$ cat src/design/hvi_pkg.sv
package hvi_pkg;

   // default sizes
   localparam int MAX_POINTS_DEF     = 64;
   localparam int MAX_OBJECTIVES_DEF = 4;
   localparam int COORD_BITS_DEF     = 16;

   // fixed port and result widths
   localparam int IN_COORD_BITS = 16;
   localparam int VOL_BITS      = 48;
   localparam int HALF_BITS     = VOL_BITS / 2;
   localparam int CFG_BITS      = 3;

   // objective count after reset
   localparam logic [CFG_BITS-1:0] NOBJ_RESET = 3'd2;

   // order table control from the sequencer
   typedef struct packed {
      logic we;
      logic clr;
   } ord_ctl_type;

endpackage

$ cat src/design/hvi_order.sv
module hvi_order #(
   parameter  int MAX_POINTS = hvi_pkg::MAX_POINTS_DEF,
   localparam int IW         = $clog2(MAX_POINTS)
) (
   input  logic                 clock,
   input  logic                 reset,
   input  hvi_pkg::ord_ctl_type ctl,
   input  logic [IW-1:0]        wr_addr,
   input  logic [IW-1:0]        wr_data,
   input  logic [IW-1:0]        rd_addr_a,
   input  logic [IW-1:0]        rd_addr_b,
   output logic [IW-1:0]        rd_data_a,
   output logic [IW-1:0]        rd_data_b
);
   import hvi_pkg::*;

   logic [IW-1:0]         order_mem [MAX_POINTS];
   logic [MAX_POINTS-1:0] valid_ff;
   logic [IW-1:0]         data_a_ff, data_b_ff;
   logic [IW-1:0]         addr_a_ff, addr_b_ff;
   logic                  hit_a_ff, hit_b_ff;

   // slot memory, two registered reads
   always_ff @(posedge clock) begin
      if (ctl.we) begin
         order_mem[wr_addr] <= wr_data;
      end
      data_a_ff <= order_mem[rd_addr_a];
      data_b_ff <= order_mem[rd_addr_b];
      addr_a_ff <= rd_addr_a;
      addr_b_ff <= rd_addr_b;
      hit_a_ff  <= valid_ff[rd_addr_a];
      hit_b_ff  <= valid_ff[rd_addr_b];
   end

   // written marks, cleared at once for identity order
   always_ff @(posedge clock) begin
      if (reset || ctl.clr) begin
         valid_ff <= '0;
      end else if (ctl.we) begin
         valid_ff[wr_addr] <= 1'b1;
      end
   end

   // unwritten slot holds its own index
   assign rd_data_a = hit_a_ff ? data_a_ff : addr_a_ff;
   assign rd_data_b = hit_b_ff ? data_b_ff : addr_b_ff;

endmodule

$ cat config.mk
export PLATFORM = sky130hd
export DESIGN_NAME = hvi_order
export DESIGN_NICKNAME = d
export VERILOG_FILES = /design/src/design/hvi_pkg.sv /design/src/design/hvi_order.sv
export SDC_FILE = /design/constraint.sdc
export NUM_CORES = 1
export LEC_CHECK = 0
export ABC_CLOCK_PERIOD_IN_PS = 2180
export CAP_MARGIN = 20
export CORE_MARGIN = 4
export CORE_UTILIZATION = 23
export DETAILED_ROUTE_END_ITERATION = 6
export DONT_BUFFER_PORTS = 1
export SYNTH_ARGS = -nofsm -noshare
export SYNTH_HDL_FRONTEND = slang
export SYNTH_SLANG_ARGS = --single-unit
$ cat constraint.sdc
create_clock -name clock -period 2.18 [get_ports clock]
set_input_delay 0.436 -clock clock [delete_from_list [all_inputs] [get_ports clock]]
set_output_delay 0.436 -clock clock [all_outputs]
set_load 0.02 [all_outputs]
# == Yosys cells after proc, flatten, opt, wreduce, memory -nomap -nowiden ==
# Memories as Yosys holds them, arrays and structs flattened. A register that Yosys moved wholly into a read port is not among the register bits.
# Index checks and enable logic that the tools add are counted.
# W data, S select, Z words.
# word_totals
n_memories,1
regBits,78
ram_bits,384
wordCells,23
out_inout_bits,12
input_bits,28
# mem_list
name,depth,word_bits,rd,rd_clocked_by_memory_dff,wr,line_no,text
order_mem,64,6,2,2,1,hvi_order.sv:17,logic [IW-1:0] order_mem [MAX_POINTS];
# op_classes
mux,10
order_cmp,4
n_bitwise,1
n_reduce_logical,2
# op_table
operator,count
$or A64 B64 Y64,1
$lt A6 B7 Y1 const B,3
$bmux W1 S6,2
$mux W6,2
$demux W1 S6,1
$ge A6 B1 Y1 const B,1
$mux W1,5
$logic_and A1 B1 Y1,1
$logic_or A1 B1 Y1,1

# == Depth between registers and ports, before layout ==
# logic_depth
depth_word,5
depth_mapped,7
mapped_depth_nobuf,4

# == Least setup slack after synthesis ==
# Ideal clock, no wire load.
# synth_path
path_type,in2reg
start,input port rd_addr_a[0]
end,"register data_a_ff[4], read port of order_mem"
setup_time_ps,121
cell_stages,7
arrival_ps,1951
setup_slack_ps,109
t_required_ps,2059
n_path_buf,3
cell_sequence,clkbuf_1 -> buf_6 -> buf_4 -> mux4_2 -> a22oi_1 -> nand4_1 -> mux2_2
# synth_lines
item,line_no,text
"start, declared",hvi_order.sv:10,"input logic [IW-1:0] rd_addr_a,"
"end, declared",hvi_order.sv:19,"logic [IW-1:0] data_a_ff, data_b_ff;"

# == Worst setup path in the final report ==
# layout_path
start,register hit_b_ff
end,output port rd_data_b[2]
# layout_via
elab_chain_len,1
# layout_rtl
item,line_no,text
"start, declared",hvi_order.sv:21,"logic hit_a_ff, hit_b_ff;"
"start signal, assigned",hvi_order.sv:33,hit_b_ff <= valid_ff[rd_addr_b];
$mux W6,hvi_order.sv:47,assign rd_data_b = hit_b_ff ? data_b_ff : addr_b_ff;
"end, declared",hvi_order.sv:13,output logic [IW-1:0] rd_data_b
# Every way passes these cells.

==> impl_metrics.tcl <==
set metrics [dict create \
    setup_slack_ns 0.143 \
    cts_num_sinks 474 \
    diodes 0 \
    dp.cells 2457 \
    crit_chain "mux2_2" \
    synth_warnings 0 \
    final-hold-violation-count 0 \
    critPathKind "reg2out" \
    antenna_found_initial 5 \
    cts_buffers 53 \
    grt_first_pass_wirelength_um 92800 \
    h-tree-depth 2 \
    ant_nets 0 \
    post-route-period-util_pct 93.4 \
    synth_flop_cell "edfxtp_1" \
    ff2ff_setup_slack_ns 0.26 \
    grt_usage_pct 12.7 \
    min_from "rd_addr_a[5]" \
    synthesis.instances 1194 \
    powerDensity_mw_per_mm2 793 \
    grt_pass1_vias 12825 \
    place.gp.congestion 0.842 \
    stdcell_count 2575 \
    yosysUniqueCellTypes 44 \
    clock_path_buffers 3 \
    worstSetupStartpointType "register" \
    grt_max_degree 114 \
    r2r_cells 5 \
    place_area_mm2 0.0235 \
    synth-edff-count 384 \
    synthTopCellsByCount "edfxtp_1 (384), mux4_2 (211), dfxtp_1 (90)" \
    p_leak_nw 8.10 \
    overflow 0 \
    pin_count 40 \
    dp_hpwl_um 40500 \
    fin_util_pct 27.4 \
    skew_ns 0.0230 \
    hold_end "data_a_ff[4]$_DFF_P_" \
    synth.most_common_cell "edfxtp_1" \
    drive_gt1_share_pct 33.2 \
    setup-violations-final 0 \
    rows 112 \
    vias 12740 \
    dr.pass1.iters 5 \
    synth_area_per_cell_um2 18.1 \
    worstPathArrival_ns 1.60 \
    via_per_inst 4.95 \
    drv_cap 0 \
    tightest_slew_ns 0.775 \
    critical_path_peak_fanout 6 \
    die_h_um 315 \
    ir_drop_uv 534 \
    dp_slack_ns 0.139 \
    status "completed" \
    holdWs_ns 0.0571 \
    yosysTopAreaCell "edfxtp_1" \
    max_freq_mhz 491 \
    cts-root-buf "clkbuf_16" \
    clk-insertion-delay-late_ns 0.61 \
    crit_buf_inv 0 \
    synth_area_mm2 0.0217 \
    async_flop_share_pct 0 \
    final-max-slew-violation-count 0 \
    critPathMaxStageDelay_ns 0.50 \
    drt-initial-drc-count 1379 \
    critPathCaptureType "output pin" \
    synth_seq_area_share_pct 61.6 \
    yosys-top-cells-area "edfxtp_1 (53%), mux4_2 (22%), dfxtp_1 (8.3%), o21a_1 (2.2%), mux2_2 (1.7%)" \
    io_buffers 0 \
    syn_nets 1222 \
    rsz0062_at_grt "false" \
    wirelength_um 63800 \
    path_clk_slew_ns 0.06 \
    critPathTopFamily "flip-flops" \
    crit_path_top_delay_cell "dfxtp_2" \
    die_area_mm2 0.0991 \
    r2r_end "data_a_ff[4]$_DFF_P_" \
    dieWidth_um 315 \
    r2r-start "order_mem[11][4]$_DFFE_PP_" \
    cts_tree "done" \
    start_util_pct 23.2 \
    layout_min_cycle_time_ns 2.04 \
    synth_top_area_share_pct 53.2 \
    min_path_type "in2reg" \
    area_growth_pct 18.1 \
    avgRoutedWirePerCell_um 24.8 \
    fin_tns_setup_ns 0 \
    yosys_register_bits 474 \
    fin_total_pwr_mw 20.3 \
    drc 0 \
    max-slew-margin-rel_pct 48.2 \
    whs_path_depth 1 \
    required_ns 1.74 \
    core_area_mm2 0.0933 \
    finalInstanceArea_mm2 0.0256 \
    final_nets 1304 \
]
-- metal layers --
layer	routed length (um)	GRT usage, %	vias up
li1	-	-	5237
met5	12	0	-
met2	28900	19.3	611
met4	1620	3.69	2
met3	6640	2.90	91
met1	26600	18.3	6799
-- repair_timing --
item	4_1_cts	5_1_grt
setup buffers	0	0
setup endpoints to repair	10	0
gates resized for setup	2	0
endpoints found under the hold margin	398	0
hold buffers	18	0
-- how the worst max path moves through the flow --
stage | from | end | slack, ns | depth (start not counted)
after CTS | hit_a_ff$_DFF_P_ | rd_data_a[5] | 0.13 | 1
after global routing | hit_b_ff$_DFF_P_ | rd_data_b[2] | 0.12 | 1
final | hit_b_ff$_DFF_P_ | rd_data_b[2] | 0.14 | 1
after global placement | rd_addr_a[0] | data_a_ff[1]$_DFF_P_ | 0.12 | 4
after detailed placement | rd_addr_a[0] | data_a_ff[2]$_DFF_P_ | 0.14 | 4
after floorplan | rd_addr_a[0] | data_a_ff[4]$_DFF_P_ | 0.11 | 7
-- report_power, final --
group / switching, mW / total (mW) / leakage (nW) / internal [mW]
Clock: 3.61 / 9.07 / 0.868 / 5.46
Combinational: 0.634 / 1.26 / 3.04 / 0.625
Sequential: 0.0706 / 9.94 / 4.19 / 9.87
-- registers in the layout, indices dropped and copies added, names as in the netlist --
name and flops:
hit_a_ff 1, data_a_ff 6, addr_a_ff 6, valid_ff 64, data_b_ff 6, order_mem 384, addr_b_ff 6, hit_b_ff 1
-- layout by cell type (no fill, tap or decap), types with 15 or more instances in the layout --
cell type    n
clkbuf_16   55
mux2i_1     32
o221ai_1    19
clkbuf_1    16
edfxtp_1   384
mux4_2     211
o21a_1      64
a21oi_1     15
dfxtp_1     88
nor2_1      66
mux2_2      33
a22oi_1     28
o22ai_1     23
buf_4       99
-- worst register-to-register path: cells and delay by family (launching register included) --
family          cells  cell delay, ns
compound gates      1            0.36
buf+inv             1            0.16
flops               1            0.40
mux                 2            0.79
simple gates        1            0.10
-- layout make-up --
class	count	area, um^2
fill	9361	67800
sequential	474	13300
multi-input combinational	627	7830
clock buffer	82	1590
tap	1254	1570
timing repair buffer	118	1050
clock inverter	18	193
inverter	2	7.51
-- cell families (layout without fill, tap and decap cells) --
| group | Yosys count | after routing | synth area share (%) |
|---|---|---|---|
| simple gates | 157 | 157 | 3.70 |
| flops | 474 | 474 | 61.6 |
| buf+inv | 93 | 220 | 2.33 |
| compound gates | 187 | 187 | 6.42 |
| mux | 283 | 283 | 26.0 |
Power figures use the tool's default switching activity.
