$ cat config.mk
export PLATFORM = sky130hd
export DESIGN_NAME = hvi_mac
export DESIGN_NICKNAME = d
export VERILOG_FILES = /design/src/design/hvi_pkg.sv /design/src/design/hvi_mac.sv
export SDC_FILE = /design/constraint.sdc
export NUM_CORES = 1
export LEC_CHECK = 0
export BUFFER_PORTS_ARGS = -buffer_cell sky130_fd_sc_hd__buf_2
export CORE_ASPECT_RATIO = 0.8
export CORE_MARGIN = 10
export CORE_UTILIZATION = 64
export CTS_BUF_LIST = sky130_fd_sc_hd__clkbuf_4 sky130_fd_sc_hd__clkbuf_8
export DETAILED_ROUTE_END_ITERATION = 6
export GPL_ROUTABILITY_DRIVEN = 0
export GPL_TIMING_DRIVEN = 0
export PLACE_DENSITY = 0.86
export SETUP_SLACK_MARGIN = 0.05
export SYNTH_ARGS = -nofsm -noshare
export SYNTH_HDL_FRONTEND = slang
export SYNTH_SLANG_ARGS = --single-unit
export TNS_END_PERCENT = 5
$ cat constraint.sdc
create_clock -name clock -period 7.9 [get_ports clock]
set_input_delay 0.395 -clock clock [delete_from_list [all_inputs] [get_ports clock]]
set_output_delay 0.395 -clock clock [all_outputs]
set_load 0.03 [all_outputs]
$ cat src/design/hvi_pkg.sv
package hvi_pkg;

   // default sizes
   localparam int MAX_POINTS_DEF     = 64;
   localparam int MAX_OBJECTIVES_DEF = 4;
   localparam int COORD_BITS_DEF     = 16;

   // fixed port and result widths
   localparam int IN_COORD_BITS = 16;
   localparam int VOL_BITS      = 48;
   localparam int HALF_BITS     = VOL_BITS / 2;
   localparam int CFG_BITS      = 3;

   // objective count after reset
   localparam logic [CFG_BITS-1:0] NOBJ_RESET = 3'd2;

   // order table control from the sequencer
   typedef struct packed {
      logic we;
      logic clr;
   } ord_ctl_type;

endpackage

$ cat src/design/hvi_mac.sv
module hvi_mac #(
   parameter  int COORD_BITS = hvi_pkg::COORD_BITS_DEF,
   localparam int PW         = hvi_pkg::HALF_BITS + COORD_BITS
) (
   input  logic                         clock,
   input  logic                         reset,
   input  logic                         start,
   input  logic [hvi_pkg::VOL_BITS-1:0] acc,
   input  logic [hvi_pkg::VOL_BITS-1:0] vol,
   input  logic [COORD_BITS-1:0]        depth,
   output logic                         done,
   output logic [hvi_pkg::VOL_BITS-1:0] sum
);
   import hvi_pkg::*;

   localparam int WW = PW + HALF_BITS;

   typedef enum logic [1:0] {
      M_IDLE,
      M_LOW,
      M_HIGH
   } mac_state_type;

   mac_state_type        state_ff;
   logic                 done_ff;
   logic [VOL_BITS-1:0]  sum_ff;
   logic [PW-1:0]        prod_ff, prod_in;
   logic [HALF_BITS-1:0] part_ff;
   logic [HALF_BITS-1:0] mul_a;
   logic [WW-1:0]        hi_wide;

   // one shared multiplier, low half first
   assign mul_a   = (state_ff == M_IDLE) ? vol[HALF_BITS-1:0] : vol[VOL_BITS-1:HALF_BITS];
   assign prod_in = {{COORD_BITS{1'b0}}, mul_a} * {{HALF_BITS{1'b0}}, depth};
   assign hi_wide = WW'(prod_ff) << (HALF_BITS - COORD_BITS);

   // sequence and registered result
   always_ff @(posedge clock) begin
      if (reset) begin
         state_ff <= M_IDLE;
         done_ff  <= 1'b0;
      end else begin
         done_ff <= 1'b0;
         unique case (state_ff)
            M_IDLE: begin
               if (start) begin
                  state_ff <= M_LOW;
               end
            end
            M_LOW: begin
               state_ff <= M_HIGH;
            end
            M_HIGH: begin
               sum_ff   <= acc + VOL_BITS'(part_ff) + VOL_BITS'(hi_wide);
               done_ff  <= 1'b1;
               state_ff <= M_IDLE;
            end
            default: begin
               state_ff <= M_IDLE;
            end
         endcase
      end
   end

   // partial products
   always_ff @(posedge clock) begin
      if (state_ff == M_LOW) begin
         part_ff <= HALF_BITS'(prod_ff >> COORD_BITS);
      end
      if (state_ff != M_HIGH) begin
         prod_ff <= prod_in;
      end
   end

   assign done = done_ff;
   assign sum  = sum_ff;

endmodule

* After elaboration in Yosys (flattened, before gate mapping)
Index checks and enable logic that the tools add are counted.
** Operators by class
- Add/sub/neg operators :: 2
- Multiply operators :: 1
- Eq/ne operators :: 4
- Muxes and demuxes :: 4
- Bitwise operators :: 1
- Reductions and logical operators :: 2
** Operator list (count)
- $add 48x24->48 :: 1
- $add 48x48->48 :: 1
- $mul 24x16->40 :: 1
- $mux 24 :: 1
- $ne 2x2->1 const B :: 2
- $pmux 2 s2 :: 1
- $eq 2x1->1 const B :: 1
- $eq 2x2->1 const B :: 1
- $logic_not 2->1 :: 1
- $mux 2 :: 1
- $reduce_and 2->1 :: 1
- $mux 1 :: 1
- $not 1->1 :: 1
** Word-level totals
- Register bits after elaboration :: 115
- Input port bits :: 115
- Output and inout port bits :: 49
- Word-level logic and storage cells :: 19

* Logic depth before layout (Yosys ltp)
- Word-level depth :: 3
- Mapped depth :: 27
- Gate-level depth less buffers :: 25

* Worst setup path after synthesis
No wires, ideal clock.
- Path type :: register to register
- Start point :: register state_ff[1]
- End point :: register prod_ff[36], data pin
- Data arrival time :: 6.796 ns
- Path slack :: 0.831 ns
- Stages on the path, launching flop included :: 24
- Period minus slack after synthesis :: 7.069 ns
- Path through :: dfxtp_1 -> nor2_1 -> clkbuf_1 -> mux2_2 -> clkbuf_1 -> and2_1 -> fa_1 -> inv_1 -> fa_1 -> fa_1 -> fa_1 -> inv_1 -> fa_1 -> fa_1 -> ha_1 -> and3_1 -> and4_1 -> o2bb2ai_1 -> o21ai_1 -> a311oi_4 -> a31oi_2 -> o31a_2 -> o21ai_2 -> o311ai_1
** On the way
- Cells in the longest elaborated chain, start to end :: 3
** Ends and longest elaborated chain
- start, declared :: line hvi_mac.sv:24 : mac_state_type state_ff;
- start signal, assigned :: line hvi_mac.sv:40 : state_ff <= M_IDLE;
- start signal, assigned :: line hvi_mac.sv:47 : state_ff <= M_LOW;
- start signal, assigned :: line hvi_mac.sv:51 : state_ff <= M_HIGH;
- $logic_not 2->1 :: line hvi_mac.sv:33 : assign mul_a = (state_ff == M_IDLE) ? vol[HALF_BITS-1:0] : vol[VOL_BITS-1:HALF_BITS];
- $mux 24 :: line hvi_mac.sv:33
- $mul 24x16->40 :: line hvi_mac.sv:34 : assign prod_in = {{COORD_BITS{1'b0}}, mul_a} * {{HALF_BITS{1'b0}}, depth};
- net prod_in[36] :: line hvi_mac.sv:27 : logic [PW-1:0] prod_ff, prod_in;
- end signal, assigned :: line hvi_mac.sv:71 : prod_ff <= prod_in;
- end, declared :: line hvi_mac.sv:27
The timed path passes the listed nets, and every way through them passes these cells.
A chain may end at the register's enable or synchronous reset.

* Worst setup path in the final report
- Start point :: register state_ff[1]
- End point :: register prod_ff[32], data pin
The elaborated chain is that of the path after synthesis.

==> out/results.txt <==
Run status - finished clean
# IOs - 164
Number of synthesized flops with an enable pin - 112
Slew headroom - 0.395
Largest net degree at the start of global routing - 41
Fin Setup TNS - 0 ps
M1 wire length - 19600 um
DIE HEIGHT - 175 um
Num CTS Buffers - 17
Max layer used - met4
Hold path start - reset
Synth Warn # - 0
Worst hold path stage count - 2
DP Area - 0.0207 mm^2
Worst-Skew Late Latency - 450 ps
Post-Syn Area - 0.0193 mm^2
Final Max Slew Viols - 0
Starting Density - 0.653
Aggregate routed wire length - 53800 um
Synth async-reset ratio - 0
DP HPWL - 44200 um
Worst setup EP type - flop
Core area - 0.0295 mm^2
Final Setup Violations - 0
Initial antenna violation count - 3
Critical Path AT - 7890 ps
Critical setup path kind - reg -> reg
Post-route minimum period - 7710 ps
Final period util - 0.976
Met3 wire length - 6840 um
Crit-path max FO - 10
DR vias/cell - 5.99
Most frequent cell after synthesis - inv_1
Worst-Margin Slew - 885 ps
Setup Skew - 12.0 ps
Final ANT Viol Nets - 0
Worst reg2reg path depth - 22
Gate count of the mapped netlist - 1967
Synth top area share - 0.336
CP startpoint kind - flop
Hold EP - state_ff[1]$_SDFFE_PP0P_
Reg-to-Reg Start - state_ff[1]$_SDFFE_PP0P_
CTS max path bufs - 2
P&R area growth vs syn - 9.56%
H-tree Lvls - 4
Nets - 2776
Placed cells - 2539
Yosys reg bits - 115
Non-filler instance count after layout - 2572
Row count - 56
Syn nets - 2594
Total GRT Usage - 0.290
Post-Syn Area per Cell - 9.80 um^2
Largest area contributor in the netlist - fa_1
Most common library cells after synthesis - 338 x inv_1, 323 x fa_1, 258 x nand2_1
Hold buffers post-CTS - 0
Remaining DRCs - 0
Ys flop type - edfxtp_1
Die area - 0.0375 mm^2
Critical Path Source - state_ff[1]$_SDFFE_PP0P_
CTS tree - done
Hold Fails Final Rpt - 0
DIE WIDTH - 214 um
DR WL/cell - 20.9 um
Peak Freq - 0.130 GHz
Clk root buf - clkbuf_8
Reg2reg setup slack - 190 ps
Post-layout util - 0.716
Final instance area - 0.0211 mm^2
Starting DRT DRC Count - 1570
Metal2 WL - 24800 um
Sequential element share of the synthesized area - 0.178
Synth cell types - 65
Max-cap violations - 0
Hold/Removal Path Class - in -> reg
Share of layout cells above drive strength 1 - 0.118
Grt ovf - 0
TritonCTS Sinks - 115
Port bufs - 163
Vias in the first global route - 16100
First-pass GRT wire length - 85500 um
R2r endpoint - prod_ff[32]$_DFFE_PN_
RSZ-0062 raised after global routing - yes
Vias post-DR - 15400
Worst-path clk slew - 80 ps
Critical Path RT - 8080 ps
Synth top area cells - fa_1 34%, edfxtp_1 17%, ha_1 12%
Initial DRT Pass Iterations - 6
-- worst max-delay path, cell delays in order, from the launching register on --
cell and delay (ps):
dfxtp_1 390, nor2_4 290, buf_2 310, mux2_2 500, clkbuf_2 280, nand2_1 150
fa_1 460, fa_1 570, fa_1 460, fa_1 570, inv_1 60, fa_1 540
fa_1 430, ha_1 370, and3_1 230, a221oi_1 400, o2bb2ai_2 140, o21ai_2 220
a311oi_4 160, a31oi_2 340, o31a_2 260, mux2i_1 210, nand3_1 110
-- flip-flops by register name, summed over array words and instances (netlist names) --
signal / cells
sum: 48
prod_ff: 40
part_ff: 24
state_ff: 2
done: 1
-- layer usage --
layer | up-vias | global-route usage
met5 | - | 0
met4 | 0 | 0.117
met3 | 217 | 0.101
met2 | 1021 | 0.462
met1 | 7507 | 0.355
li1 | 6653 | -
-- cell type report --
type                    count  area [um^2]
repair buffers            171          908
fillers                  2030         8390
inverters                 338         1270
multi-input cells        1439        14300
clock buffers              18          241
well taps                 406          508
flip-flops and latches    115         3420
plain buffers              67          278
diodes                      4         10.0
clock inverters            14          154
-- cells by family (layout without fill, tap and decap cells) --
logic type / Yosys count / count (layout) / synth area share
xor gates and xnor gates: 81 / 81 / 0.0368
muxes: 25 / 25 / 0.0145
adders and majority gates: 512 / 512 / 0.458
and+or+nand+nor: 572 / 572 / 0.146
buffers and inverters: 413 / 608 / 0.0809
other: 0 / 4 / 0
DFF: 115 / 115 / 0.178
AOI/OAI and AO/OA: 249 / 249 / 0.0860
-- worst max-delay path by stage --
| stage | end | slack (ps) | cells past startpoint |
|---|---|---|---|
| detailed placement | prod_ff[36]$_DFFE_PN_ | -770 | 23 |
| finish | prod_ff[32]$_DFFE_PN_ | 190 | 22 |
| floorplan | prod_ff[36]$_DFFE_PN_ | 830 | 23 |
| CTS | prod_ff[36]$_DFFE_PN_ | 50 | 26 |
| global route | prod_ff[35]$_DFFE_PN_ | -30 | 25 |
| global placement | prod_ff[36]$_DFFE_PN_ | -580 | 26 |
-- placed cells by master (no fill, tap or decap), drive strengths merged, types with 12 or more instances in the layout --
cell / Yosys / routed
fa: 323 / 323
xor2: 28 / 28
nand2: 258 / 258
buf: 2 / 174
and2: 186 / 186
clkbuf: 73 / 82
inv: 338 / 341
edfxtp: 112 / 112
a21o: 46 / 46
o21bai: 13 / 13
a21oi: 76 / 76
ha: 189 / 189
mux2: 24 / 24
nor2: 46 / 46
nor2b: 14 / 14
o21ai: 45 / 45
xnor2: 53 / 53
nor3: 12 / 12
-- what timing repair did --
item / CTS / global route
pin swaps: 0 / 2
endpoints found under the setup margin: 21 / 12
setup buffers: 0 / 5
resized for setup: 7 / 12
-- stage by stage --
stage / setup slack, ps / hold WS [ps]
floorplan: 831 / 426
global placement: -582 / 441
detailed placement: -773 / 447
CTS: 52.5 / 166
global route: -31.4 / 170
finish: 191 / 192
Power is left out: the tool's default activity adds up to more than one toggle a clock period on the data nets, which glitch-free logic cannot reach.
