### config.mk
export PLATFORM = sky130hd
export DESIGN_NAME = hvi_seq
export DESIGN_NICKNAME = d
export VERILOG_FILES = /design/src/design/hvi_pkg.sv /design/src/design/hvi_seq.sv
export SDC_FILE = /design/constraint.sdc
export NUM_CORES = 1
export LEC_CHECK = 0
export ABC_AREA = 1
export BUFFER_PORTS_ARGS = -buffer_cell sky130_fd_sc_hd__buf_4
export CELL_PAD_IN_SITES_DETAIL_PLACEMENT = 0
export CELL_PAD_IN_SITES_GLOBAL_PLACEMENT = 1
export CORE_UTILIZATION = 45
export CTS_CLUSTER_SIZE = 40
export DETAILED_ROUTE_END_ITERATION = 16
export PLACE_DENSITY = 0.81
export SLEW_MARGIN = 20
export SYNTH_ARGS = -nofsm -noshare
export SYNTH_HDL_FRONTEND = slang
export SYNTH_SLANG_ARGS = --single-unit
### constraint.sdc
create_clock -name clock -period 8.15 [get_ports clock]
set_clock_uncertainty 0.05 [all_clocks]
set_input_delay 0.815 -clock clock [delete_from_list [all_inputs] [get_ports clock]]
set_output_delay 0.815 -clock clock [all_outputs]
set_load 0.005 [all_outputs]
### src/design/hvi_pkg.sv
package hvi_pkg;

   // default sizes
   localparam int MAX_POINTS_DEF     = 64;
   localparam int MAX_OBJECTIVES_DEF = 4;
   localparam int COORD_BITS_DEF     = 16;

   // fixed port and result widths
   localparam int IN_COORD_BITS = 16;
   localparam int VOL_BITS      = 48;
   localparam int HALF_BITS     = VOL_BITS / 2;
   localparam int CFG_BITS      = 3;

   // objective count after reset
   localparam logic [CFG_BITS-1:0] NOBJ_RESET = 3'd2;

   // order table control from the sequencer
   typedef struct packed {
      logic we;
      logic clr;
   } ord_ctl_type;

endpackage

### src/design/hvi_seq.sv
module hvi_seq #(
   parameter  int MAX_POINTS     = hvi_pkg::MAX_POINTS_DEF,
   parameter  int MAX_OBJECTIVES = hvi_pkg::MAX_OBJECTIVES_DEF,
   parameter  int COORD_BITS     = hvi_pkg::COORD_BITS_DEF,
   localparam int IW             = $clog2(MAX_POINTS),
   localparam int OW             = $clog2(MAX_OBJECTIVES),
   localparam int AW             = IW + OW
) (
   input  logic                          clock,
   input  logic                          reset,
   // item channel
   input  logic                          start,
   input  logic [COORD_BITS-1:0]         coord_value,
   input  logic                          last_point,
   output logic                          busy,
   // register write
   input  logic                          csr_valid,
   input  logic [hvi_pkg::CFG_BITS-1:0]  csr_data,
   output logic                          csr_ready,
   // result
   output logic                          rsp_strobe,
   output logic [hvi_pkg::VOL_BITS-1:0]  rsp_volume,
   output logic                          rsp_dropped,
   // coordinate memory
   output logic                          st_we,
   output logic [AW-1:0]                 st_waddr,
   output logic [COORD_BITS-1:0]         st_wdata,
   output logic [AW-1:0]                 st_raddr_a,
   output logic [AW-1:0]                 st_raddr_b,
   input  logic [COORD_BITS-1:0]         st_rdata_a,
   input  logic [COORD_BITS-1:0]         st_rdata_b,
   // order table
   output hvi_pkg::ord_ctl_type          ord_ctl,
   output logic [IW-1:0]                 ord_waddr,
   output logic [IW-1:0]                 ord_wdata,
   output logic [IW-1:0]                 ord_raddr_a,
   output logic [IW-1:0]                 ord_raddr_b,
   input  logic [IW-1:0]                 ord_rdata_a,
   input  logic [IW-1:0]                 ord_rdata_b,
   // multiply unit
   output logic                          mac_start,
   output logic [hvi_pkg::VOL_BITS-1:0]  mac_acc,
   output logic [hvi_pkg::VOL_BITS-1:0]  mac_vol,
   output logic [COORD_BITS-1:0]         mac_depth,
   input  logic                          mac_done,
   input  logic [hvi_pkg::VOL_BITS-1:0]  mac_sum
);
   import hvi_pkg::*;

   localparam int CW         = $clog2(MAX_POINTS + 1);
   localparam int KW         = $clog2(MAX_OBJECTIVES + 1);
   localparam int BASE_LEVEL = 3;

   typedef enum logic [4:0] {
      S_IDLE,
      S_TEST,
      S_F_OUTER,
      S_F_INNER,
      S_F_ORD,
      S_F_RD,
      S_F_CMP,
      S_F_DEC,
      S_SW_W1,
      S_SW_W2,
      S_BASE_O,
      S_BASE_S,
      S_AFTER,
      S_MIN_O,
      S_MIN_S,
      S_MAC,
      S_MAC_W,
      S_RM_O,
      S_RM_S,
      S_RM_NEXT
   } seq_state_type;

   seq_state_type         state_ff, state_in, ret_ff, ret_in;
   logic [CFG_BITS-1:0]   cfg_ff, cfg_in;
   logic [CW-1:0]         loaded_ff, loaded_in;
   logic [OW-1:0]         cidx_ff, cidx_in;
   logic                  ovf_ff, ovf_in;
   logic [KW-1:0]         k_ff, k_in;
   logic                  strobe_ff, strobe_in;
   logic [VOL_BITS-1:0]   volout_ff, volout_in;
   logic                  drop_ff, drop_in;

   logic [CW-1:0]         n_ff, n_in, i_ff, i_in, j_ff, j_in, cnt_ff, cnt_in;
   logic [IW-1:0]         pa_ff, pa_in, pb_ff, pb_in;
   logic [IW-1:0]         sa_ff, sa_in, sb_ff, sb_in, sva_ff, sva_in;
   logic [OW-1:0]         obj_ff, obj_in;
   logic                  age_ff, age_in, agt_ff, agt_in, bge_ff, bge_in, bgt_ff, bgt_in;
   logic [COORD_BITS-1:0] low_ff, low_in;
   logic [VOL_BITS-1:0]   inner_ff, inner_in;

   // per-level slicing stack
   logic [CW-1:0]         cnt_stk_ff  [MAX_OBJECTIVES];
   logic [COORD_BITS-1:0] dist_stk_ff [MAX_OBJECTIVES];
   logic [VOL_BITS-1:0]   vol_stk_ff  [MAX_OBJECTIVES];
   logic [OW-1:0]         stk_idx;
   logic                  stk_we_cnt, stk_we_dist, stk_we_vol;
   logic [CW-1:0]         stk_cnt_wd;
   logic [COORD_BITS-1:0] stk_dist_wd;
   logic [VOL_BITS-1:0]   stk_vol_wd;

   logic [KW-1:0]         nobj;
   logic [OW-1:0]         lv;
   logic [CW-1:0]         stk_cnt;
   logic [VOL_BITS-1:0]   stk_vol;
   logic [CW-1:0]         n_dec, cnt_dec, i_inc;
   logic                  full;
   logic [IW-1:0]         st_ra_pt, st_rb_pt;
   logic [OW-1:0]         st_ra_obj, st_rb_obj;

   // clamp objective count to the supported range
   always_comb begin
      if (32'(cfg_ff) > MAX_OBJECTIVES) begin
         nobj = KW'(MAX_OBJECTIVES);
      end else if (32'(cfg_ff) < 2) begin
         nobj = KW'(2);
      end else begin
         nobj = KW'(cfg_ff);
      end
   end

   assign lv      = OW'(k_ff - 1'b1);
   assign stk_cnt = cnt_stk_ff[lv];
   assign stk_vol = vol_stk_ff[lv];
   assign n_dec   = n_ff - 1'b1;
   assign cnt_dec = cnt_ff - 1'b1;
   assign i_inc   = i_ff + 1'b1;
   assign full    = (loaded_ff == CW'(MAX_POINTS));

   // memory addresses
   assign st_raddr_a = {st_ra_pt, st_ra_obj};
   assign st_raddr_b = {st_rb_pt, st_rb_obj};
   assign st_waddr   = {loaded_ff[IW-1:0], cidx_ff};
   assign st_wdata   = coord_value;

   // multiply operands: inner volume times slice depth, added to the level sum
   assign mac_acc   = stk_vol;
   assign mac_vol   = inner_ff;
   assign mac_depth = low_ff - dist_stk_ff[lv];

   // sequencer next state
   always_comb begin
      state_in  = state_ff;
      ret_in    = ret_ff;
      cfg_in    = cfg_ff;
      loaded_in = loaded_ff;
      cidx_in   = cidx_ff;
      ovf_in    = ovf_ff;
      k_in      = k_ff;
      strobe_in = 1'b0;
      volout_in = volout_ff;
      drop_in   = drop_ff;
      n_in      = n_ff;
      i_in      = i_ff;
      j_in      = j_ff;
      cnt_in    = cnt_ff;
      pa_in     = pa_ff;
      pb_in     = pb_ff;
      sa_in     = sa_ff;
      sb_in     = sb_ff;
      sva_in    = sva_ff;
      obj_in    = obj_ff;
      age_in    = age_ff;
      agt_in    = agt_ff;
      bge_in    = bge_ff;
      bgt_in    = bgt_ff;
      low_in    = low_ff;
      inner_in  = inner_ff;

      stk_idx     = lv;
      stk_we_cnt  = 1'b0;
      stk_we_dist = 1'b0;
      stk_we_vol  = 1'b0;
      stk_cnt_wd  = '0;
      stk_dist_wd = '0;
      stk_vol_wd  = '0;

      ord_ctl     = '0;
      ord_waddr   = sa_ff;
      ord_wdata   = ord_rdata_b;
      ord_raddr_a = '0;
      ord_raddr_b = '0;
      st_we       = 1'b0;
      st_ra_pt    = pa_ff;
      st_ra_obj   = obj_ff;
      st_rb_pt    = pb_ff;
      st_rb_obj   = obj_ff;
      mac_start   = 1'b0;

      // register write while idle
      if (csr_valid && csr_ready) begin
         cfg_in = csr_data;
      end

      unique case (state_ff)
         S_IDLE: begin
            // load one coordinate
            if (start) begin
               st_we = !full;
               if (32'(cidx_ff) + 1 >= 32'(nobj)) begin
                  cidx_in = '0;
                  if (full) begin
                     ovf_in = 1'b1;
                  end else begin
                     loaded_in = loaded_ff + 1'b1;
                  end
                  if (last_point) begin
                     k_in        = nobj;
                     stk_idx     = OW'(nobj - 1'b1);
                     stk_we_cnt  = 1'b1;
                     stk_we_dist = 1'b1;
                     stk_we_vol  = 1'b1;
                     stk_cnt_wd  = full ? loaded_ff : loaded_ff + 1'b1;
                     state_in    = S_TEST;
                  end
               end else begin
                  cidx_in = cidx_ff + 1'b1;
               end
            end
         end
         S_TEST: begin
            // level loop test, return to parent when empty
            if (stk_cnt == '0) begin
               if (k_ff == nobj) begin
                  strobe_in   = 1'b1;
                  volout_in   = stk_vol;
                  drop_in     = ovf_ff;
                  ord_ctl.clr = 1'b1;
                  loaded_in   = '0;
                  cidx_in     = '0;
                  ovf_in      = 1'b0;
                  state_in    = S_IDLE;
               end else begin
                  inner_in = stk_vol;
                  k_in     = k_ff + 1'b1;
                  state_in = S_AFTER;
               end
            end else begin
               n_in     = stk_cnt;
               i_in     = '0;
               state_in = S_F_OUTER;
            end
         end
         S_F_OUTER: begin
            if (i_ff < n_ff) begin
               j_in     = i_inc;
               state_in = S_F_INNER;
            end else if (32'(k_ff) < BASE_LEVEL) begin
               ord_raddr_a = '0;
               state_in    = S_BASE_O;
            end else begin
               // descend one level with the survivors
               k_in        = k_ff - 1'b1;
               stk_idx     = OW'(k_ff - 2'd2);
               stk_we_cnt  = 1'b1;
               stk_we_dist = 1'b1;
               stk_we_vol  = 1'b1;
               stk_cnt_wd  = n_ff;
               state_in    = S_TEST;
            end
         end
         S_F_INNER: begin
            if (j_ff < n_ff) begin
               ord_raddr_a = i_ff[IW-1:0];
               ord_raddr_b = j_ff[IW-1:0];
               state_in    = S_F_ORD;
            end else begin
               i_in     = i_inc;
               state_in = S_F_OUTER;
            end
         end
         S_F_ORD: begin
            pa_in    = ord_rdata_a;
            pb_in    = ord_rdata_b;
            obj_in   = '0;
            age_in   = 1'b1;
            agt_in   = 1'b0;
            bge_in   = 1'b1;
            bgt_in   = 1'b0;
            state_in = S_F_RD;
         end
         S_F_RD: begin
            state_in = S_F_CMP;
         end
         S_F_CMP: begin
            // dominance flags, one objective a step
            if (st_rdata_a < st_rdata_b) begin
               age_in = 1'b0;
               bgt_in = 1'b1;
            end
            if (st_rdata_a > st_rdata_b) begin
               agt_in = 1'b1;
               bge_in = 1'b0;
            end
            obj_in = obj_ff + 1'b1;
            if (32'(obj_ff) + 2 < 32'(k_ff)) begin
               state_in = S_F_RD;
            end else begin
               state_in = S_F_DEC;
            end
         end
         S_F_DEC: begin
            priority if (age_ff && agt_ff) begin
               n_in        = n_dec;
               sa_in       = j_ff[IW-1:0];
               sb_in       = n_dec[IW-1:0];
               ord_raddr_a = j_ff[IW-1:0];
               ord_raddr_b = n_dec[IW-1:0];
               ret_in      = S_F_INNER;
               state_in    = S_SW_W1;
            end else if (bge_ff && bgt_ff) begin
               n_in        = n_dec;
               sa_in       = i_ff[IW-1:0];
               sb_in       = n_dec[IW-1:0];
               ord_raddr_a = i_ff[IW-1:0];
               ord_raddr_b = n_dec[IW-1:0];
               ret_in      = S_F_OUTER;
               state_in    = S_SW_W1;
            end else begin
               j_in     = j_ff + 1'b1;
               state_in = S_F_INNER;
            end
         end
         S_SW_W1: begin
            // swap two slots over two writes
            ord_ctl.we = 1'b1;
            ord_waddr  = sa_ff;
            ord_wdata  = ord_rdata_b;
            sva_in     = ord_rdata_a;
            state_in   = S_SW_W2;
         end
         S_SW_W2: begin
            ord_ctl.we = 1'b1;
            ord_waddr  = sb_ff;
            ord_wdata  = sva_ff;
            state_in   = ret_ff;
         end
         S_BASE_O: begin
            st_ra_pt  = ord_rdata_a;
            st_ra_obj = '0;
            state_in  = S_BASE_S;
         end
         S_BASE_S: begin
            inner_in = VOL_BITS'(st_rdata_a) << (VOL_BITS - COORD_BITS);
            state_in = S_AFTER;
         end
         S_AFTER: begin
            cnt_in      = stk_cnt;
            i_in        = '0;
            ord_raddr_a = '0;
            state_in    = S_MIN_O;
         end
         S_MIN_O: begin
            st_ra_pt  = ord_rdata_a;
            st_ra_obj = lv;
            state_in  = S_MIN_S;
         end
         S_MIN_S: begin
            // smallest value of this level's objective
            if (i_ff == '0 || st_rdata_a < low_ff) begin
               low_in = st_rdata_a;
            end
            i_in = i_inc;
            if (i_inc < cnt_ff) begin
               ord_raddr_a = i_inc[IW-1:0];
               state_in    = S_MIN_O;
            end else begin
               state_in = S_MAC;
            end
         end
         S_MAC: begin
            mac_start = 1'b1;
            state_in  = S_MAC_W;
         end
         S_MAC_W: begin
            if (mac_done) begin
               stk_we_vol  = 1'b1;
               stk_vol_wd  = mac_sum;
               stk_we_dist = 1'b1;
               stk_dist_wd = low_ff;
               i_in        = '0;
               ord_raddr_a = '0;
               state_in    = S_RM_O;
            end
         end
         S_RM_O: begin
            st_ra_pt  = ord_rdata_a;
            st_ra_obj = lv;
            state_in  = S_RM_S;
         end
         S_RM_S: begin
            // drop points at or below the boundary
            if (st_rdata_a <= low_ff) begin
               cnt_in      = cnt_dec;
               sa_in       = i_ff[IW-1:0];
               sb_in       = cnt_dec[IW-1:0];
               ord_raddr_a = i_ff[IW-1:0];
               ord_raddr_b = cnt_dec[IW-1:0];
               ret_in      = S_RM_NEXT;
               state_in    = S_SW_W1;
            end else begin
               state_in = S_RM_NEXT;
            end
         end
         S_RM_NEXT: begin
            i_in = i_inc;
            if (i_inc < cnt_ff) begin
               ord_raddr_a = i_inc[IW-1:0];
               state_in    = S_RM_O;
            end else begin
               stk_we_cnt = 1'b1;
               stk_cnt_wd = cnt_ff;
               state_in   = S_TEST;
            end
         end
         default: begin
            state_in = S_IDLE;
         end
      endcase
   end

   // state, front bookkeeping and registered result
   always_ff @(posedge clock) begin
      if (reset) begin
         state_ff  <= S_IDLE;
         ret_ff    <= S_IDLE;
         cfg_ff    <= NOBJ_RESET;
         loaded_ff <= '0;
         cidx_ff   <= '0;
         ovf_ff    <= 1'b0;
         k_ff      <= KW'(2);
         strobe_ff <= 1'b0;
      end else begin
         state_ff  <= state_in;
         ret_ff    <= ret_in;
         cfg_ff    <= cfg_in;
         loaded_ff <= loaded_in;
         cidx_ff   <= cidx_in;
         ovf_ff    <= ovf_in;
         k_ff      <= k_in;
         strobe_ff <= strobe_in;
         volout_ff <= volout_in;
         drop_ff   <= drop_in;
      end
   end

   // working registers
   always_ff @(posedge clock) begin
      n_ff     <= n_in;
      i_ff     <= i_in;
      j_ff     <= j_in;
      cnt_ff   <= cnt_in;
      pa_ff    <= pa_in;
      pb_ff    <= pb_in;
      sa_ff    <= sa_in;
      sb_ff    <= sb_in;
      sva_ff   <= sva_in;
      obj_ff   <= obj_in;
      age_ff   <= age_in;
      agt_ff   <= agt_in;
      bge_ff   <= bge_in;
      bgt_ff   <= bgt_in;
      low_ff   <= low_in;
      inner_ff <= inner_in;
      if (stk_we_cnt) begin
         cnt_stk_ff[stk_idx] <= stk_cnt_wd;
      end
      if (stk_we_dist) begin
         dist_stk_ff[stk_idx] <= stk_dist_wd;
      end
      if (stk_we_vol) begin
         vol_stk_ff[stk_idx] <= stk_vol_wd;
      end
   end

   assign busy        = (state_ff != S_IDLE);
   assign csr_ready   = !busy;
   assign rsp_strobe  = strobe_ff;
   assign rsp_volume  = volout_ff;
   assign rsp_dropped = drop_ff;

endmodule

Word level (Yosys, flattened, before mapping)
Memories as Yosys holds them, arrays and structs flattened.
Cells that the tools add are included.

word-level totals
  output and inout bits = 232
  ROM bits = 0
  flip-flop bits (word level) = 204
  RAM bits = 284
  bits in latches = 0
  input bits = 117
  memories = 3
  word-level logic and storage cells = 267

memory list
  name         words  width  rd ports  clocked after Yosys merged registers in  wr ports  RTL line       text
  vol_stk_ff   4      48     1         0                                        1         hvi_seq.sv:98  logic [VOL_BITS-1:0] vol_stk_ff [MAX_OBJECTIVES];
  dist_stk_ff  4      16     1         0                                        1         hvi_seq.sv:97  logic [COORD_BITS-1:0] dist_stk_ff [MAX_OBJECTIVES];
  cnt_stk_ff   4      7      1         0                                        1         hvi_seq.sv:96  logic [CW-1:0] cnt_stk_ff [MAX_OBJECTIVES];

cells by class
  bitwise gates (word level) = 1
  reduce and logical (&&, ||, !) cells = 38
  $mul = 0
  equality and inequality tests = 40
  mux-type cells = 133
  add/sub/neg operators = 14
  shift-type cells = 0
  divide/modulo/power cells = 0
  $lt $le $gt $ge = 12

operators with widths
  cell                   count
  $mux W48               4
  $mux W7                21
  $mux W6                18
  $pmux W5 S20           1
  $pmux W48 S2           1
  $pmux W7 S2            4
  $mux W5                9
  $eq A5 B4 Y1 const B   8
  $ne A2 B2 Y1 const B   18
  $pmux W7 S5            1
  $lt A16 B16 Y1         2
  $mux W16               2
  $mux W3                10
  $mux W1                27
  $mux W4                6
  $pmux W6 S2            2
  $pmux W6 S4            1
  $mux W2                11
  $add A7 B1 Y7 const B  3
  $lt A7 B7 Y1           3
  $pmux W7 S3            1
  $eq A5 B3 Y1 const B   4
  $eq A5 B5 Y1 const B   4
  $reduce_and A4 Y1      5
  other kinds (42)       72

Logic depth before layout (Yosys ltp)
Gate-level depths: netlist (run 1).

  word-level depth = 9
  depth in mapped cells = 21
  gate-level depth less buffers = 16

Worst setup path after synthesis (run 1)
Ideal clock, no wire load.

  kind = flip-flop to flip-flop
  from = register k_ff[0]
  to = memory dist_stk_ff[0][0] (netlist bit), enable pin
  cell stages (with the launch flop) = 14
  required time = 7535 ps
  period minus slack after synthesis = 6994 ps
  path buffers = 7
  path slack = 1156 ps
  arrival = 6380 ps
  cells stage by stage = dfxtp_1 > buf_6 > inv_2 > buf_6 > buf_2 > buf_2 > buf_2 > ha_1 > inv_2 > buf_2 > clkbuf_1 > nand3_1 > nand2_1 > nor3_1

between the ends
  longest elaborated chain between the ends = 6

RTL lines
  item                           RTL line        text
  start, declared                hvi_seq.sv:82   logic [KW-1:0] k_ff, k_in;
  start signal, assigned         hvi_seq.sv:443  k_ff <= k_in;
  $lt A3 B2 Y1                   hvi_seq.sv:251  end else if (32'(k_ff) < BASE_LEVEL) begin
  $mux W1                        hvi_seq.sv:251
  $mux W1                        hvi_seq.sv:248  if (i_ff < n_ff) begin
  $pmux W1 S3                    hvi_seq.sv:198  unique case (state_ff)
  $mux W1                        hvi_seq.sv:471  if (stk_we_dist) begin
  $mux W1 (implied by the code)  hvi_seq.sv:472  dist_stk_ff[stk_idx] <= stk_dist_wd;
  end, declared                  hvi_seq.sv:97

Several ways; a longest one is shown, not always the timed one.

Worst setup path after layout (run 1)
  from = register k_ff[0]
  to = output port mac_depth[14]

between the ends
  longest elaborated chain between the ends = 3

RTL lines
  item              RTL line        text
  $sub A3 B1 Y3     -
  $mem_v2 Z4 W16    -
  $sub A16 B16 Y16  hvi_seq.sv:142  assign mac_depth = low_ff - dist_stk_ff[lv];
  end, declared     hvi_seq.sv:44   output logic [COORD_BITS-1:0] mac_depth,

Every way passes these cells.

==> flow_metrics.tcl, run 1 <==
set metrics [dict create \
    vdd_drop_max_v 0.000190 \
    nNetsFinal 2596 \
    max_slew.worst_pin.slew_ns 1.01 \
    ys_seq_elements 486 \
    finalSetupViolCount 0 \
    synthAdderAreaFrac_pct 4.54 \
    slowest_delay_ns 1.00 \
    vias_per_cell 5.26 \
    area_growth_pct 20.5 \
    dpl_cell_area_um2 25400 \
    cp_num_buf_inv 4 \
    slew_headroom_pct 32.4 \
    synthMuxAreaShare_pct 0.300 \
    crit_fanout 85 \
    grt_overflow_total 0 \
    p_clk_share_pct 29.8 \
    netlist_instances 2109 \
    cts_resized 0 \
    status "finished clean" \
    synth-compound-area-share_pct 8.42 \
    criticalPathCategory "register to output pin" \
    core_area_um2 49200 \
    p_seq_share_pct 39.0 \
    end_kind "output pin" \
    hold_buffers 0 \
    grt_pass1_vias 16100 \
    critical_path.cell_chain "inv_4 -> ha_2 -> inv_2 -> buf_4 -> a21oi_1 -> a32o_1 -> ha_1 -> a21oi_1 -> a21boi_0 -> nand3_1 -> nand2_1 -> nand2_1 -> xor2_1 -> buf_4" \
    min_period_ns 6.46 \
    fp.dieH_um 226 \
    cp.depth 14 \
    powerDensity_nw_per_um2 299 \
    htree_levels 2 \
    power_frac_comb_pct 31.2 \
    ant_nets 0 \
    wl_per_cell_um 19.8 \
    yosysSeqAreaShare_pct 63.7 \
    synth_top_family_by_area "simple AND/OR/NAND/NOR gates" \
    drive_gt1_share_pct 19.1 \
    synthSimpleGateAreaFrac_pct 15.8 \
    required_ns 7.28 \
    die_w_um 226 \
    cts_tree "yes" \
    clockBufferDepth 3 \
    p_sw_share_pct 33.2 \
    synth_ff_type "edfxtp_1" \
    drt_iter0_markers 1183 \
    async_flop_share_pct 0 \
    reg2reg_depth 9 \
    dp.cells 3008 \
    synthTopCellsByArea "edfxtp_1, nand2_1, nor2_1, ha_1, o21ai_0" \
    internal_power_uw 5420 \
    via_count 16300 \
    io_pins 349 \
    hold_class "primary input to register" \
    period_share_pct 79.2 \
    hold_viol 0 \
    yosys.area_share.xor_xnor_pct 1.44 \
    critical_path.top_delay_family "buffers and inverters" \
    avgSynthCellArea_um2 10.7 \
    fin_area_um2 27100 \
    ys_types 53 \
    dieArea_um2 50900 \
    syn_area_um2 22500 \
    start_kind "register" \
    track_usage_pct 24.0 \
    numCtsBuffers 52 \
    leakagePower_uw 0.0114 \
    syn_nets 2307 \
    grt_max_degree 86 \
    tns_ns 0 \
    start_util_pct 45.8 \
    holdWs_ns 0.356 \
    path_clk_slew_ns 0.06 \
    dr.pass1.iters 5 \
    place_hpwl_mm 41.7 \
    synth_top_area_cell "edfxtp_1" \
    slew_viol_final 0 \
    synth_edf_count 461 \
    std_cell_rows 81 \
    fin_ws_ns 1.69 \
    synth_common_cells "edfxtp_1, nand2_1, nor2_1" \
    critPathSlowestCell "dfxtp_4" \
    finalNonFillerCells 3104 \
    hold_path_depth 1 \
    arrival_ns 5.59 \
    worstSkewPairLatency_ns 0.60 \
    totalWireLength_mm 61.5 \
    port_buffers 316 \
    yosysMostFrequentCell "edfxtp_1" \
    antenna_found_initial 1 \
    route.detailed.drc 0 \
    post-place-ws_ns 2.33 \
    clock-sinks 486 \
    synth_warnings 0 \
    grt_pass1_wl_mm 92.6 \
    synth_top_area_share_pct 61.5 \
    cts_setup_buffers 0 \
    cap_violations 0 \
    gp_congestion 0.913 \
    p_sw_uw 2690 \
    fmax_ghz 0.155 \
    rsz0062_at_grt "no" \
    root_buffer "clkbuf_16" \
]
## flip-flops by register name, summed over array words and instances, names as in the netlist, 3 cells and up
name	cells
low_ff	16
mac_vol	48
cfg_ff	3
n_ff	7
dist_stk_ff	64
rsp_volume	48
cnt_stk_ff	28
loaded_ff	7
cnt_ff	7
vol_stk_ff	192
ret_ff	3
j_ff	7
sa_ff	6
pb_ff	6
sb_ff	6
k_ff	3
state_ff	5
pa_ff	6
sva_ff	6
i_ff	7
## cell usage in the layout (no fill, tap or decap), types with 10 or more instances in the layout
| master | Yosys | final |
|---|---|---|
| clkbuf_16 | 0 | 52 |
| clkinv_2 | 0 | 16 |
| nor3_1 | 15 | 13 |
| dfxtp_1 | 25 | 24 |
| nor2_1 | 326 | 321 |
| a21oi_1 | 108 | 108 |
| nand3_1 | 77 | 76 |
| nand4_1 | 21 | 21 |
| clkinv_1 | 1 | 11 |
| edfxtp_1 | 461 | 461 |
| inv_1 | 194 | 194 |
| buf_4 | 23 | 334 |
| o21ai_0 | 162 | 162 |
| o221ai_1 | 10 | 10 |
| o22ai_1 | 21 | 21 |
| nor2_4 | 5 | 10 |
| ha_1 | 80 | 79 |
| a32o_1 | 13 | 13 |
| xor2_1 | 29 | 29 |
| nand2_1 | 390 | 389 |
## metrics by stage
step           total power, uW  utilization [%]
2_1_floorplan             4720                -
3_3_place_gp              5700             51.6
3_5_place_dp              5750             51.6
4_1_cts                   8170             55.2
5_1_grt                   8530             55.2
6_report                  8110             55.2
## power by group through the flow
stage / clock network (uW) / registers [uW] / logic [uW]
CTS: 2450 / 3160 / 2550
finish: 2420 / 3160 / 2530
floorplan: 0 / 3160 / 1560
global placement: 0 / 3210 / 2490
global route: 2540 / 3180 / 2810
detailed placement: 0 / 3220 / 2540
## final timing paths
check,startpoint,to,slack (ns)
hold / removal,ord_rdata_b[5],pb_ff[5],0.36
setup / recovery,k_ff[0],mac_depth[14],1.69
hold reg to reg,ovf_ff,rsp_dropped,0.40
setup reg to reg,k_ff[0],vol_stk_ff[3][28],2.79
## layer usage
layer	up-vias	global-route usage [%]	share of wire, %
li1	7796	-	-
met1	7903	31.1	42
met2	541	41.5	50
met5	-	0	0
met4	0	7.44	2.2
met3	83	3.77	6.3
## worst reg2reg max path, delay by kind of cell, from the launching register on
| family | cells | cell delay, ns |
|---|---|---|
| DFF | 1 | 1.00 |
| adders and majority gates | 1 | 0.55 |
| and+or+nand+nor | 4 | 1.01 |
| buffers and inverters | 4 | 2.28 |
## logic make-up after synthesis
kind of cell               count (synthesis)
DFF                                      486
buffers and inverters                    301
AOI/OAI and AO/OA                        339
xor gates and xnor gates                  37
adders and majority gates                 81
muxes                                      6
and+or+nand+nor                          859
## cell type report
| class | count | area, um^2 |
|---|---|---|
| Tap cell | 664 | 831 |
| Fill cell | 4209 | 22000 |
| Inverter | 202 | 761 |
| Clock inverter | 37 | 427 |
| Multi-Input combinational cell | 1322 | 6930 |
| Antenna cell | 1 | 2.50 |
| Timing Repair Buffer | 334 | 2510 |
| Clock buffer | 58 | 1320 |
| Sequential cell | 486 | 14300 |
No activity file was read; power rests on OpenSTA's default activity.
==> run 2: changes to the inputs <==
- clock period: 8.15 -> 6.4 ns (I/O delays scaled with it)
==> run 2 against run 1 <==
Register-to-register slack worse by 1.2 ns. Final cell count is 0.16% higher. Combinational power is 30% higher. Wire length about the same. Largest power group unchanged. Flip-flop and latch count did not move. Clock power up 22%. Sequential share of layout area is essentially flat. Largest cell class unchanged. Die area unchanged. Global-route usage about the same.
==> flow_metrics.tcl, run 2 (synthesis gave the netlist of run 1 again) <==
set metrics [dict create \
    root_buffer "clkbuf_16" \
    max_slew.worst_pin.slew_ns 1.05 \
    reg2reg_depth 14 \
    drt_iter0_markers 1202 \
    cts_tree "yes" \
    totalWireLength_mm 61.4 \
    status "finished clean" \
    finalSetupViolCount 0 \
    fmax_ghz 0.197 \
    gr-usage-met1_pct 30.3 \
    nFillCells 4248 \
    slew_viol_final 0 \
    nNetsFinal 2601 \
    port_buffers 316 \
    path_clk_slew_ns 0.06 \
    use_met3_pct 4.51 \
    rsz0062_at_grt "no" \
    largest_register_ffs 192 \
    arrival_ns 4.38 \
    fin_ws_ns 1.33 \
    largest-register "vol_stk_ff" \
    r2r_start "k_ff[0]" \
    post-place-ws_ns 1.65 \
    cts_resized 0 \
    final_cell_mix "edfxtp_1, nand2_1, buf_4, nor2_1, inv_1" \
    cts_setup_buffers 0 \
    slew_headroom_pct 29.9 \
    antenna_found_initial 1 \
    grt_max_degree 109 \
    start_kind "register" \
    vias_per_cell 5.24 \
    met2_usage_pct 41.2 \
    criticalPathCategory "register to output pin" \
    powerDensity_nw_per_um2 378 \
    required_ns 5.71 \
    htree_levels 2 \
    leakagePower_uw 0.0114 \
    io_pins 349 \
    end_kind "output pin" \
    crit_start "k_ff[0]" \
    core_area_um2 49200 \
    hold_viol 0 \
    dr.pass1.iters 5 \
    drive_gt1_share_pct 19.1 \
    route.detailed.drc 0 \
    grt-busiest-layer "met2" \
    grt_pass1_wl_mm 91.7 \
    area_growth_pct 20.5 \
    crit_fanout 49 \
    dieArea_um2 50900 \
    grt_overflow_total 0 \
    hold_class "primary input to register" \
    tns_ns 0 \
    die_w_um 226 \
    r2r-end "dist_stk_ff[2][2]" \
    place_hpwl_mm 43.2 \
    period_share_pct 79.2 \
    numCtsBuffers 52 \
    track_usage_pct 24.0 \
    cap_violations 0 \
    hold_buffers 0 \
    reg_top3 "vol_stk_ff: 192 flops, dist_stk_ff: 64 flops" \
    vdd_drop_max_v 0.000224 \
    wl_per_cell_um 19.8 \
    grt_pass1_vias 15900 \
    clockBufferDepth 3 \
    start_util_pct 45.8 \
    ant_nets 0 \
    min_period_ns 5.07 \
    std_cell_rows 81 \
    gp_congestion 0.972 \
    final_common_cell "edfxtp_1" \
    worstSkewPairLatency_ns 0.61 \
    clock-sinks 486 \
    reg2reg_slack_ns 1.64 \
    via_count 16300 \
    finalPower_uw 10200 \
    cp-endpoint "mac_depth[13]" \
    fp.dieH_um 226 \
]
[run 2: cell types whose count changed in the layout (fill, tap and decap cells not counted), moves of 3 or more]
| cell | delta |
|---|---|
| clkinv_2 | -9 |
| clkinv_1 | +7 |
| clkinvlp_4 | +4 |
| buf_4 | +3 |
| bufinv_16 | -3 |
[run 2: report_power, final]
part | internal (uW) | switching (uW)
clock network | 1700 | 1260
registers | 3870 | 133
logic | 1230 | 2060
[run 2: per-stage QoR]
step	hold WS [ns]	util, %	std cells	area [um^2]
2_1_floorplan	0.359	-	2109	22500
3_3_place_gp	0.413	51.7	3011	25400
3_5_place_dp	0.429	51.7	3011	25400
4_1_cts	0.135	55.1	3106	27100
5_1_grt	0.135	55.2	3109	27100
6_report	0.170	55.2	3109	27100
[run 2: final cells by class]
type / count / area, um^2 / share of cell area [%]
sequential: 486 / 14300 / 52.9
timing repair buffer: 339 / 2580 / 9.50
antenna: 1 / 2.50 / 0.00922
multi-input combinational: 1322 / 6940 / 25.6
clock inverter: 38 / 355 / 1.31
inverter: 202 / 761 / 2.80
clock buffer: 57 / 1320 / 4.86
tap: 664 / 831 / 3.06
[run 2: worst min path at each step]
stage                         startpoint     endpoint  slack (ns)  depth (start not counted)
after global placement         ret_ff[1]    ret_ff[1]        0.41                          2
after floorplan                   ovf_ff  rsp_dropped        0.36                          0
final                     ord_rdata_b[2]     pb_ff[2]        0.17                          1
after CTS                 ord_rdata_b[2]     pb_ff[2]        0.14                          1
after detailed placement       ret_ff[0]    ret_ff[0]        0.43                          2
after global routing      ord_rdata_b[2]     pb_ff[2]        0.14                          1
[run 2: routing by layer]
metal,vias up,wire (um)
li1,7812,-
met1,7786,24900
met2,575,30500
met3,108,4100
met4,0,1880
met5,-,0
[run 2: worst max-delay path: stages, from the launching register on]
cell     delay [ns]
dfxtp_4        0.68
inv_4          0.04
ha_2           0.30
inv_2          0.64
a21oi_1        0.08
a32oi_1        0.31
inv_1          0.08
ha_1           0.28
nand2_1        0.05
o21ai_0        0.31
nand3_1        0.15
nand4_1        0.25
nand3_1        0.12
nand3_1        0.10
xor2_1         0.20
buf_4          0.15
